**config.mk**
```make
export PLATFORM = sky130hd
export DESIGN_NAME = modular_exponentiation_top
export DESIGN_NICKNAME = d
export VERILOG_FILES = /design/src/hdl/mexp_pkg.sv /design/src/hdl/mexp_datapath.sv /design/src/hdl/mexp_ctrl.sv /design/src/hdl/modular_exponentiation_top.sv
export SDC_FILE = /design/constraint.sdc
export NUM_CORES = 1
export LEC_CHECK = 0
export ABC_AREA = 1
export BUFFER_PORTS_ARGS = -buffer_cell sky130_fd_sc_hd__buf_2
export CAP_MARGIN = 20
export CORE_MARGIN = 1
export CORE_UTILIZATION = 50
export DETAILED_ROUTE_END_ITERATION = 8
export GPL_TIMING_DRIVEN = 1
export PLACE_DENSITY_LB_ADDON = 0.1
export SLEW_MARGIN = 20
export SYNTH_ARGS = -nofsm -noshare
export SYNTH_HDL_FRONTEND = slang
export SYNTH_SLANG_ARGS = --single-unit
export TNS_END_PERCENT = 50
```
**constraint.sdc**
```tcl
create_clock -name i_clk -period 10.6 [get_ports i_clk]
set_input_delay 3.18 -clock i_clk [delete_from_list [all_inputs] [get_ports i_clk]]
set_output_delay 3.18 -clock i_clk [all_outputs]
set_load 0.01 [all_outputs]
```
**src/hdl/mexp_pkg.sv**
```systemverilog
`default_nettype none

package mexp_pkg;

    // configuration register indexes
    localparam int unsigned CFG_IDX_W = 2;
    localparam logic [CFG_IDX_W-1:0] REG_MODULUS  = 2'd0;
    localparam logic [CFG_IDX_W-1:0] REG_EXPONENT = 2'd1;

    // controller states
    typedef enum logic [3:0] {
        ST_IDLE,
        ST_DIV,
        ST_PREP,
        ST_LD_SQ,
        ST_SQ,
        ST_SQ_END,
        ST_LD_MUL,
        ST_MUL,
        ST_MUL_END,
        ST_NEXT,
        ST_DONE
    } t_state;

    // controller to datapath
    typedef struct packed {
        logic ld_exp;     // capture exponent for bit scanning
        logic ld_div;     // start base reduction
        logic ld_sq;      // start acc * acc
        logic ld_mul;     // start acc * base
        logic step;       // one shift-add-reduce step
        logic save_base;  // base <= product
        logic init_acc;   // acc <= 1 (0 when modulus is 1)
        logic save_acc;   // acc <= product
        logic set_one;    // acc <= 1 unreduced, zero exponent
        logic shift_exp;  // move to next exponent bit
    } t_dp_cmd;

    // datapath to controller
    typedef struct packed {
        logic exp_zero;
        logic exp_msb;
    } t_dp_status;

endpackage

`default_nettype wire

```
**src/hdl/mexp_datapath.sv**
```systemverilog
`default_nettype none

module mexp_datapath
    import mexp_pkg::*;
#(
    parameter int unsigned WIDTH = 16
) (
    input  wire logic                 i_clk,
    input  wire logic                 i_rst_n,
    input  wire logic                 i_cfg_we,
    input  wire logic [CFG_IDX_W-1:0] i_cfg_idx,
    input  wire logic [WIDTH-1:0]     i_cfg_data,
    input  wire logic [WIDTH-1:0]     i_base_value,
    input  wire t_dp_cmd              i_cmd,
    output t_dp_status                o_status,
    output logic [WIDTH-1:0]          o_power_result
);

    localparam int unsigned TW = WIDTH + 2;

    logic [WIDTH-1:0] r_modulus;
    logic [WIDTH-1:0] r_exponent;
    logic [WIDTH-1:0] r_eshift;
    logic [WIDTH-1:0] r_acc;
    logic [WIDTH-1:0] r_base;
    logic [WIDTH-1:0] r_mcand;
    logic [WIDTH-1:0] r_mplier;
    logic [WIDTH-1:0] r_prod;

    logic [WIDTH-1:0] n_prod;
    logic [TW-1:0]    t_sum;
    logic [TW-1:0]    m1;
    logic [TW-1:0]    m2;
    logic [TW-1:0]    t_red;

    // config registers
    always_ff @(posedge i_clk) begin
        if (!i_rst_n) begin
            r_modulus  <= WIDTH'(1);
            r_exponent <= '0;
        end else if (i_cfg_we) begin
            case (i_cfg_idx)
                REG_MODULUS:  r_modulus  <= i_cfg_data;
                REG_EXPONENT: r_exponent <= i_cfg_data;
                default: ;
            endcase
        end
    end

    // shift-add-reduce step: prod <= (2*prod + bit*mcand) mod m
    // operands stay below m, so the sum stays below 3m; m of zero wraps
    always_comb begin
        m1    = {2'b00, r_modulus};
        m2    = {1'b0, r_modulus, 1'b0};
        t_sum = {1'b0, r_prod, 1'b0} + (r_mplier[WIDTH-1] ? {2'b00, r_mcand} : '0);
        if (t_sum >= m2) begin
            t_red = t_sum - m2;
        end else if (t_sum >= m1) begin
            t_red = t_sum - m1;
        end else begin
            t_red = t_sum;
        end
        n_prod = t_red[WIDTH-1:0];
    end

    // operand and product registers
    always_ff @(posedge i_clk) begin
        if (i_cmd.ld_div) begin
            // base mod m by long division: mcand of one feeds dividend bits
            r_mcand  <= WIDTH'(1);
            r_mplier <= i_base_value;
            r_prod   <= '0;
        end else if (i_cmd.ld_sq) begin
            r_mcand  <= r_acc;
            r_mplier <= r_acc;
            r_prod   <= '0;
        end else if (i_cmd.ld_mul) begin
            r_mcand  <= r_base;
            r_mplier <= r_acc;
            r_prod   <= '0;
        end else if (i_cmd.step) begin
            r_mplier <= {r_mplier[WIDTH-2:0], 1'b0};
            r_prod   <= n_prod;
        end
    end

    always_ff @(posedge i_clk) begin
        if (i_cmd.save_base) begin
            r_base <= r_prod;
        end
    end

    // accumulator
    always_ff @(posedge i_clk) begin
        if (i_cmd.set_one) begin
            r_acc <= WIDTH'(1);
        end else if (i_cmd.init_acc) begin
            r_acc <= (r_modulus == WIDTH'(1)) ? '0 : WIDTH'(1);
        end else if (i_cmd.save_acc) begin
            r_acc <= r_prod;
        end
    end

    // exponent scan, MSB first
    always_ff @(posedge i_clk) begin
        if (i_cmd.ld_exp) begin
            r_eshift <= r_exponent;
        end else if (i_cmd.shift_exp) begin
            r_eshift <= {r_eshift[WIDTH-2:0], 1'b0};
        end
    end

    assign o_status.exp_zero = (r_exponent == '0);
    assign o_status.exp_msb  = r_eshift[WIDTH-1];
    assign o_power_result    = r_acc;

endmodule

`default_nettype wire

```
**src/hdl/mexp_ctrl.sv**
```systemverilog
`default_nettype none

module mexp_ctrl
    import mexp_pkg::*;
#(
    parameter int unsigned WIDTH = 16
) (
    input  wire logic       i_clk,
    input  wire logic       i_rst_n,
    input  wire logic       i_start,
    input  wire t_dp_status i_status,
    output t_dp_cmd         o_cmd,
    output logic            o_busy,
    output logic            o_done
);

    localparam int unsigned CW = $clog2(WIDTH);
    localparam logic [CW-1:0] LAST = CW'(WIDTH - 1);

    t_state        r_state, n_state;
    logic [CW-1:0] r_cnt, n_cnt;
    logic [CW-1:0] r_bit, n_bit;

    // state and counters
    always_ff @(posedge i_clk) begin
        if (!i_rst_n) begin
            r_state <= ST_IDLE;
            r_cnt   <= '0;
            r_bit   <= '0;
        end else begin
            r_state <= n_state;
            r_cnt   <= n_cnt;
            r_bit   <= n_bit;
        end
    end

    // next state and datapath commands
    always_comb begin
        n_state = r_state;
        n_cnt   = r_cnt;
        n_bit   = r_bit;
        o_cmd   = '0;
        o_busy  = 1'b1;
        o_done  = 1'b0;
        case (r_state)
            ST_IDLE: begin
                o_busy = 1'b0;
                if (i_start) begin
                    o_cmd.ld_exp = 1'b1;
                    if (i_status.exp_zero) begin
                        o_cmd.set_one = 1'b1;
                        n_state       = ST_DONE;
                    end else begin
                        o_cmd.ld_div = 1'b1;
                        n_cnt        = LAST;
                        n_state      = ST_DIV;
                    end
                end
            end
            ST_DIV: begin
                o_cmd.step = 1'b1;
                n_cnt      = r_cnt - CW'(1);
                if (r_cnt == '0) begin
                    n_state = ST_PREP;
                end
            end
            ST_PREP: begin
                o_cmd.save_base = 1'b1;
                o_cmd.init_acc  = 1'b1;
                n_bit           = LAST;
                n_state         = ST_LD_SQ;
            end
            ST_LD_SQ: begin
                o_cmd.ld_sq = 1'b1;
                n_cnt       = LAST;
                n_state     = ST_SQ;
            end
            ST_SQ: begin
                o_cmd.step = 1'b1;
                n_cnt      = r_cnt - CW'(1);
                if (r_cnt == '0) begin
                    n_state = ST_SQ_END;
                end
            end
            ST_SQ_END: begin
                o_cmd.save_acc = 1'b1;
                n_state        = i_status.exp_msb ? ST_LD_MUL : ST_NEXT;
            end
            ST_LD_MUL: begin
                o_cmd.ld_mul = 1'b1;
                n_cnt        = LAST;
                n_state      = ST_MUL;
            end
            ST_MUL: begin
                o_cmd.step = 1'b1;
                n_cnt      = r_cnt - CW'(1);
                if (r_cnt == '0) begin
                    n_state = ST_MUL_END;
                end
            end
            ST_MUL_END: begin
                o_cmd.save_acc = 1'b1;
                n_state        = ST_NEXT;
            end
            ST_NEXT: begin
                o_cmd.shift_exp = 1'b1;
                n_bit           = r_bit - CW'(1);
                n_state         = (r_bit == '0) ? ST_DONE : ST_LD_SQ;
            end
            ST_DONE: begin
                o_done  = 1'b1;
                n_state = ST_IDLE;
            end
            default: begin
                n_state = ST_IDLE;
            end
        endcase
    end

endmodule

`default_nettype wire

```
**src/hdl/modular_exponentiation_top.sv**
```systemverilog
// Modular exponentiation: o_power_result = i_base_value ^ exponent mod modulus, by
// left-to-right square-and-multiply over all WIDTH exponent bits. An item is taken
// when start is high and busy is low; the result appears for one cycle with o_done
// and must be captured then, since the block cannot be stalled. busy stays high
// until that cycle ends. One shared shift-add-reduce unit does every modular
// product one multiplier bit per cycle, and also reduces the base first by long
// division. A zero exponent returns 1 in the cycle after the accepting edge, and
// the next item can be taken in the cycle after the result.
// Write modulus (index 0) and exponent (index 1) only while busy is low.
`default_nettype none

module modular_exponentiation_top
    import mexp_pkg::*;
#(
    parameter int unsigned WIDTH = 16
) (
    input  wire logic                 i_clk,
    input  wire logic                 i_rst_n,
    input  wire logic                 i_cfg_we,
    input  wire logic [CFG_IDX_W-1:0] i_cfg_idx,
    input  wire logic [WIDTH-1:0]     i_cfg_data,
    input  wire logic                 start,
    input  wire logic [WIDTH-1:0]     i_base_value,
    output logic                      busy,
    output logic                      o_done,
    output logic [WIDTH-1:0]          o_power_result
);

    t_dp_cmd    cmd;
    t_dp_status status;

    mexp_ctrl #(
        .WIDTH (WIDTH)
    ) u_ctrl (
        .i_clk    (i_clk),
        .i_rst_n  (i_rst_n),
        .i_start  (start),
        .i_status (status),
        .o_cmd    (cmd),
        .o_busy   (busy),
        .o_done   (o_done)
    );

    mexp_datapath #(
        .WIDTH (WIDTH)
    ) u_dp (
        .i_clk          (i_clk),
        .i_rst_n        (i_rst_n),
        .i_cfg_we       (i_cfg_we),
        .i_cfg_idx      (i_cfg_idx),
        .i_cfg_data     (i_cfg_data),
        .i_base_value   (i_base_value),
        .i_cmd          (cmd),
        .o_status       (status),
        .o_power_result (o_power_result)
    );

endmodule

`default_nettype wire

```
* Word level (Yosys, flattened, before mapping) *
Cells that the tools add are included.

operators by class
  eq/ne operators = 17
  reductions and logical operators = 19
  muxes and demuxes = 40
  add/subtract/negate cells = 5
  order comparisons = 2

operators by type and width
  cell                   count
  $mux W16               13
  $pmux W4 S10           1
  $mux W4                9
  $sub A16 B16 Y16       2
  $add A17 B16 Y18       1
  $ge A18 B16 Y1         1
  $ge A18 B17 Y1         1
  $eq A16 B1 Y1 const B  1
  $eq A4 B3 Y1 const B   4
  $logic_not A16 Y1      1
  $eq A4 B4 Y1 const B   3
  $logic_not A4 Y1       3
  $mux W1                12
  $pmux W4 S3            1
  $eq A4 B2 Y1 const B   2
  $pmux W4 S2            1
  $reduce_bool A2 Y1     4
  $sub A4 B1 Y4 const B  2
  $mux W2                3
  $ne A2 B1 Y1 const B   3
  $reduce_or A3 Y1       2
  $eq A4 B1 Y1 const B   1
  $ne A2 B2 Y1 const B   2
  $reduce_and A2 Y1      2
  other kinds (7)        8

storage, ports and cells
  input port bits = 38
  bits in registers = 140

* Logic depth before layout (Yosys ltp) *
Gate-level depths: netlist (run 1).

  depth in word-level cells = 7
  gate-level depth with buffers = 32

* Hierarchy *
From an unflattened synthesis (run 1), not the netlist that was laid out.

second synthesis, totals
  cell total of the unflattened synthesis = 1232
  area, all modules = 8802.2 sq um

modules (own cells, without submodules)
  module         times used  area an instance (sq um)  cells an instance
  mexp_datapath  1           7990.2                    1102
  mexp_ctrl      1           812.0                     130

* Least setup slack after synthesis (run 1) *
No wires, ideal clock.

  kind = input to register
  start point = input port start
  end point = register u_dp.r_mplier[0] (enable)
  setup time = 0.373 ns
  arrival = 3.909 ns
  path buffers = 0
  cell stages on the path = 4
  setup slack = 6.318 ns
  data required time = 10.227 ns
  path through = nand3_1 > nand2_1 > nor2_1 > inv_1

between the ends
  longest elaborated chain between the ends = 3

RTL lines
  element                       line                              text
  start, declared               modular_exponentiation_top.sv:22  input wire logic start,
  $mux W2                       mexp_ctrl.sv:48                   if (i_start) begin
  $mux W2                       mexp_ctrl.sv:45                   case (r_state)
  $reduce_bool A4 Y1 (no line)  -
  end signal, assigned          mexp_datapath.sv:75               r_mplier <= r_acc;
  end signal, assigned          mexp_datapath.sv:79               r_mplier <= r_acc;
  end signal, assigned          mexp_datapath.sv:82               r_mplier <= {r_mplier[WIDTH-2:0], 1'b0};
  end, declared                 mexp_datapath.sv:27               logic [WIDTH-1:0] r_mplier;

No other way between the ends.
A chain may end at the register's enable or synchronous reset.

* Final worst setup path (run 1) *
Same ends and word-level chain as after synthesis.

==> results_dict.tcl, run 1 <==
set metrics [dict create \
    cp_max_fo 50 \
    post-route-period-util_pct 49.1 \
    ir_drop_uv 248 \
    diodes 0 \
    seq_area_um2 3280 \
    drive_gt1_share_pct 11.4 \
    clockBufferDepth 2 \
    cts_max_level 4 \
    first_global_vias 7259 \
    path_clk_slew_ns 0.06 \
    setup_tns_ns 0 \
    ys_async_sr_fraction_pct 0 \
    r2r_end "u_dp.r_prod[10]" \
    period_needed_ns 5.21 \
    pwr_density_cell_nw_per_um2 368 \
    vias 7809 \
    cp-startpoint "start" \
    regToRegSetupSlack_ns 5.80 \
    fin_skew_ns 0.0110 \
    gp_congestion 0.919 \
    synth_top_area_share_pct 21.0 \
    antenna_left 0 \
    hpwlAfterDp_um 16400 \
    start_kind "input port" \
    grt_max_degree 51 \
    yosys.area.top_type "dfxtp_1" \
    root_buffer "clkbuf_16" \
    port_buffers 55 \
    yosys-top-cells-area "dfxtp_1 21%, edfxtp_1 16%, nand2_1 12%" \
    cts_tree "done" \
    required_ns 10.65 \
    max-cap-violations 0 \
    cts.sink_count 140 \
    finalSetupViolations 0 \
    r2r-start "u_dp.r_mplier[15]" \
    synth-seq-area-share_pct 37.5 \
    syn_avg_cell_area_um2 7.37 \
    rows 48 \
    endpoint_kind "flip-flop" \
    rsz0062_at_grt "false" \
    outcome "complete, no violations" \
    synth_common_cells "287 x nand2_1, 157 x inv_1, 107 x a21oi_1" \
    antenna_found_initial 0 \
    critPathKind "input port to flip-flop" \
    die-area_um2 18100 \
    hold_viol_final 0 \
    yosys.cell_types.count 50 \
    synth_fp_nets 1280 \
    numCtsBuffers 17 \
    holdWs_ns 0.466 \
    hp-class "flip-flop to flip-flop" \
    drt_iter0_drc 599 \
    grt_pass1_wl_um 36500 \
    wl_per_cell_um 15.0 \
    maxSlewHeadroom_pct 34.8 \
    clock_latency_ns 0.43 \
    cts_setup_buffers 0 \
    die_h_um 134 \
    r2r.worst_path.cells 26 \
    max_slew.worst_pin.slew_ns 0.977 \
    track_usage_pct 25.8 \
    fp.dieW_um 134 \
    pin_count 56 \
    syn_area_um2 8770 \
    fin_nets 1320 \
    synth.ff_latch_count 140 \
    synth_ff_type "dfxtp_1" \
    synth_edf_count 48 \
    hold_depth 1 \
    ctsHoldBuffers 0 \
    endpoint "u_dp.r_mplier[0]" \
    syn2layout_area_growth_pct 11.1 \
    syn_inst 1190 \
    wirelength_um 22000 \
    multi_input_area_um2 4680 \
    grt_overflow_total 0 \
    synth_most_common_cell "nand2_1" \
    n_fill_cell 1671 \
    drc 0 \
    firstDrtPassIters 5 \
    fmaxAchievable_mhz 192 \
    yosysWarningCount 0 \
    initial_core_util_pct 50.9 \
    arrival_ns 5.26 \
    leakage_nw 4.67 \
    post_drt_via_cell_ratio 5.32 \
    cts_resized 0 \
    core_um2 17200 \
    slew_viol_final 0 \
]
==> area by class of cell <==
cell class                      instances  share of cell area [%]
Tap cell                              225                    2.89
Multi-Input combinational cell        847                    48.1
Timing Repair Buffer                   60                    3.21
Clock inverter                         14                    1.37
Inverter                              164                    6.32
Sequential cell                       140                    33.7
Clock buffer                           18                    4.41
==> logic make-up (layout without fill, tap and decap cells) <==
group                    Yosys count  in the layout  share of synthesized area, %
buffers and inverters            203            256                          9.16
XOR/XNOR                          33             33                          3.30
flip-flops                       140            140                          37.5
AO/OA/AOI/OAI                    280            280                          18.9
AND/OR/NAND/NOR                  482            482                          23.5
adder cells (fa/ha/maj)           52             52                          7.68
==> stage by stage <==
step	cell area (um2)	worst slack (ns)	utilization, %	std cells	power (mW)
6_report	9740	5.39	56.5	1468	3.58
5_1_grt	9740	5.10	56.5	1468	3.90
4_1_cts	9740	5.34	56.5	1468	3.58
3_5_place_dp	9180	4.91	53.2	1436	2.99
3_3_place_gp	9180	4.94	53.2	1436	2.97
2_1_floorplan	8770	6.32	-	1190	2.53
==> power by group <==
group	switching, mW	leakage [nW]	internal (mW)
Clock	0.248	0.279	0.327
Sequential	0.124	1.21	0.780
Combinational	1.36	3.18	0.738
==> critical path, cell delays in order <==
cell     delay [ns]
buf_2          0.12
nand3_2        0.74
nand2_1        0.48
nor2_1         0.14
inv_1          0.59
==> how the worst min path moves through the flow <==
stage,start,to
floorplan,u_ctrl.r_cnt[0],u_ctrl.r_cnt[0]
global placement,u_ctrl.r_cnt[0],u_ctrl.r_cnt[0]
detailed placement,u_ctrl.r_cnt[0],u_ctrl.r_cnt[0]
CTS,u_ctrl.r_cnt[0],u_ctrl.r_cnt[0]
global route,u_dp.r_prod[10],u_dp.r_base[10]
finish,u_ctrl.r_cnt[0],u_ctrl.r_cnt[0]
==> placed cells by master (no fill, tap or decap), types with 4 or more instances in the layout <==
cell and instances:
edfxtp_1 48, a21o_1 6, o21bai_1 8, buf_4 5, inv_1 157, ha_1 49
buf_2 55, nand3b_1 6, nand4_1 10, a21oi_2 17, a31oi_1 19, nor3_1 9
clkinv_4 4, xor2_1 26, dfxtp_1 92, xnor2_1 7, a21oi_1 107, o21ai_0 87
o211ai_1 15, nand3_1 59, nor2_1 87, inv_2 7, inv_6 5, o211ai_2 7
clkbuf_16 17, nand2_1 287, nand2_2 5
==> metal layers <==
| layer | GRT usage (%) | up-vias | wire (um) |
|---|---|---|---|
| met5 | 0 | - | 0 |
| met4 | 8.74 | 0 | 476 |
| met3 | 4.27 | 28 | 890 |
| met2 | 40.5 | 180 | 9680 |
| met1 | 36.0 | 3563 | 11000 |
| li1 | - | 4038 | - |
==> registers in the layout (all words and copies together) (netlist names) <==
name and flops:
u_dp.r_prod 16, u_dp.r_mcand 16, u_dp.r_mplier 16, u_ctrl.r_state 4, u_dp.r_eshift 16, u_dp.o_power_result 16
u_ctrl.r_cnt 4, u_dp.r_exponent 16, u_dp.r_base 16, u_ctrl.r_bit 4, u_dp.r_modulus 16
No activity file was read; power rests on OpenSTA's default activity.
==> inputs of run 2 (changes only) <==
ABC_AREA = 0   (was 1)
clock period = 5.3 ns   (was 10.6 ns; I/O delays follow)
==> run 2 against run 1 <==
  * Clock skew increased by 0.0020 ns
  * First-iteration DRC count fell by 14%
  * Non-clock buffer count is 3 higher
  * Critical path depth is 13 higher
  * Register-to-register slack worse by 5.4 ns
  * Hold slack gained 0.015 ns
  * Combinational power grew 80%
  * Global-route usage is 1.2 points lower
  * Clock power increased by 98%
  * Clock-buffer cell count is 1 lower
  * Largest power group unchanged
  * Highest routed layer unchanged
==> results_dict.tcl, run 2 <==
set metrics [dict create \
    arrival_ns 5.23 \
    setup_tns_ns 0 \
    fin_nets 1059 \
    finalSetupViolations 0 \
    fin_skew_ns 0.0130 \
    path_clk_slew_ns 0.06 \
    start_kind "flip-flop" \
    fp.dieW_um 132 \
    ctsHoldBuffers 0 \
    hold_viol_final 0 \
    cts_resized 0 \
    root_buffer "clkbuf_16" \
    die-area_um2 17500 \
    die_h_um 132 \
    synth_edf_count 48 \
    yosysWarningCount 0 \
    wl_per_cell_um 17.0 \
    synth_most_common_cell "nand2_1" \
    hp-class "flip-flop to flip-flop" \
    max-cap-violations 0 \
    yosys-top-cells-area "dfxtp_1 22%, edfxtp_1 17%, ha_1 7.2%" \
    firstDrtPassIters 5 \
    stdcell_count 1202 \
    antenna_left 0 \
    r2r_end "u_dp.r_prod[2]" \
    slew_viol_final 0 \
    period_needed_ns 4.87 \
    cts_setup_buffers 0 \
    outcome "complete, no violations" \
    track_usage_pct 24.6 \
    r2r.worst_path.cells 18 \
    synth_top_area_share_pct 21.7 \
    pwr_density_cell_nw_per_um2 711 \
    antenna_found_initial 0 \
    regToRegSetupSlack_ns 0.43 \
    drive_gt1_share_pct 14.3 \
    clockBufferDepth 2 \
    ys_async_sr_fraction_pct 0 \
    final_util_pct 57.3 \
    cp_slowest_cell "or4_2" \
    drc 0 \
    yosys.area.top_type "dfxtp_1" \
    r2r-start "u_dp.r_mplier[15]" \
    post-route-period-util_pct 91.8 \
    synth.ff_latch_count 140 \
    grt_pass1_wl_um 34000 \
    cp_max_fo 14 \
    numCtsBuffers 17 \
    ir_drop_uv 321 \
    initial_core_util_pct 51.1 \
    hpwlAfterDp_um 15200 \
    grt_overflow_total 0 \
    grt_max_degree 51 \
    synth_fp_nets 1016 \
    port_buffers 55 \
    gp_congestion 0.901 \
    syn_avg_cell_area_um2 9.16 \
    dpl_cell_area_um2 8940 \
    syn_inst 926 \
    worstPathCellList "and2_1 -> ha_1 -> inv_1 -> fa_1 -> or2b_2 -> a21oi_1 -> o21ai_0 -> a31oi_1 -> nor2_1 -> xnor2_1 -> ha_1 -> nand4_1 -> nor4_1 -> or4_2 -> o22ai_1 -> nand2_2 -> o311a_1 -> nor2_1" \
    rows 47 \
    clock_latency_ns 0.43 \
    holdPathEnd "u_dp.r_modulus[6]" \
    critPathKind "flip-flop to flip-flop" \
    vias 6832 \
    post_drt_via_cell_ratio 5.68 \
    pin_count 56 \
    slowest_delay_ns 0.55 \
    maxSlewHeadroom_pct 38.3 \
    syn2layout_area_growth_pct 12.1 \
    synth_ff_type "dfxtp_1" \
    synth-seq-area-share_pct 38.7 \
    endpoint_kind "flip-flop" \
    drt_iter0_drc 518 \
    diodes 0 \
    final_area_um2 9510 \
    rsz0062_at_grt "false" \
    max_slew.worst_pin.slew_ns 0.922 \
    cts_max_level 4 \
    core_um2 16600 \
    fmaxAchievable_mhz 205 \
    hp-start "u_dp.r_modulus[6]" \
    wirelength_um 20400 \
    required_ns 5.66 \
    syn_area_um2 8480 \
    synth_common_cells "117 x nand2_1, 92 x dfxtp_1, 61 x nor2_1" \
    cts.sink_count 140 \
    leakage_nw 3.70 \
    final_cell_mix "117 x nand2_1, 92 x dfxtp_1, 59 x nor2_1" \
    place_inst 1170 \
    first_global_vias 6583 \
    cts_tree "done" \
    final_common_cell "nand2_1" \
    yosys.cell_types.count 78 \
    hold_depth 2 \
]
[run 2: changes by cell type after synthesis, moves of 22 or more]
cell	delta
nand3_1	-39
xnor2_1	+22
nand2_1	-170
inv_1	-118
mux2i_1	+56
nor2_1	-26
o21ai_0	-39
a21oi_1	-57
a21boi_0	+35
a211oi_1	+23
[run 2: worst max-delay path, delay by kind of cell, from the launching register on]
kind	cells	cell delay (ns)
AO/OA/AOI/OAI	5	1.38
XOR/XNOR	1	0.33
adder cells (fa/ha/maj)	3	1.00
buffers and inverters	1	0.07
flip-flops	1	0.34
AND/OR/NAND/NOR	8	1.69
[run 2: kinds of logic (layout without fill, tap and decap cells)]
kind of cell | count (synthesis) | count (layout) | synth area share [%]
buf+inv | 78 | 134 | 3.67
simple gates | 297 | 297 | 16.8
flops | 140 | 140 | 38.7
fa+ha+maj | 52 | 52 | 7.94
mux | 73 | 73 | 8.87
xor+xnor | 40 | 40 | 4.13
compound gates | 246 | 246 | 19.9
[run 2: power by group]
group,switching (mW),internal [mW],leakage [nW]
clock network,0.491,0.652,0.276
logic,2.23,1.56,2.22
registers,0.259,1.57,1.21
[run 2: cell type report]
cell class	count	area, um2
multi-input cells	708	4910
clock inverters	15	138
repair buffers	63	335
flip-flops and latches	140	3280
clock buffers	17	425
fillers	1534	7070
well taps	220	275
inverters	39	146
[run 2: stage by stage]
stage / hold WS (ns) / power, mW / worst slack, ns
detailed placement: 0.472 / 5.57 / 0.509
global placement: 0.470 / 5.55 / 0.538
floorplan: 0.424 / 4.65 / 1.03
global route: 0.506 / 7.27 / 0.0961
finish: 0.481 / 6.76 / 0.433
CTS: 0.481 / 6.74 / 0.448
[run 2: worst max-delay path by stage]
stage / startpoint / endpoint / slack (ns) / cells past startpoint
2_1_floorplan: u_dp.r_mplier[15] / u_dp.r_prod[15] / 1.03 / 18
3_3_place_gp: u_dp.r_mplier[15] / u_dp.r_prod[15] / 0.54 / 18
3_5_place_dp: u_dp.r_mplier[15] / u_dp.r_prod[15] / 0.51 / 18
4_1_cts: u_dp.r_mplier[15] / u_dp.r_prod[2] / 0.45 / 18
5_1_grt: u_dp.r_mplier[15] / u_dp.r_prod[2] / 0.1 / 18
6_report: u_dp.r_mplier[15] / u_dp.r_prod[2] / 0.43 / 18
[run 2: layer usage]
metal | GRT usage [%] | share of wire, %
met1 | 34.6 | 51
met2 | 38.6 | 45
met3 | 4.58 | 3.1
met4 | 7.09 | 1.2
met5 | 0 | 0
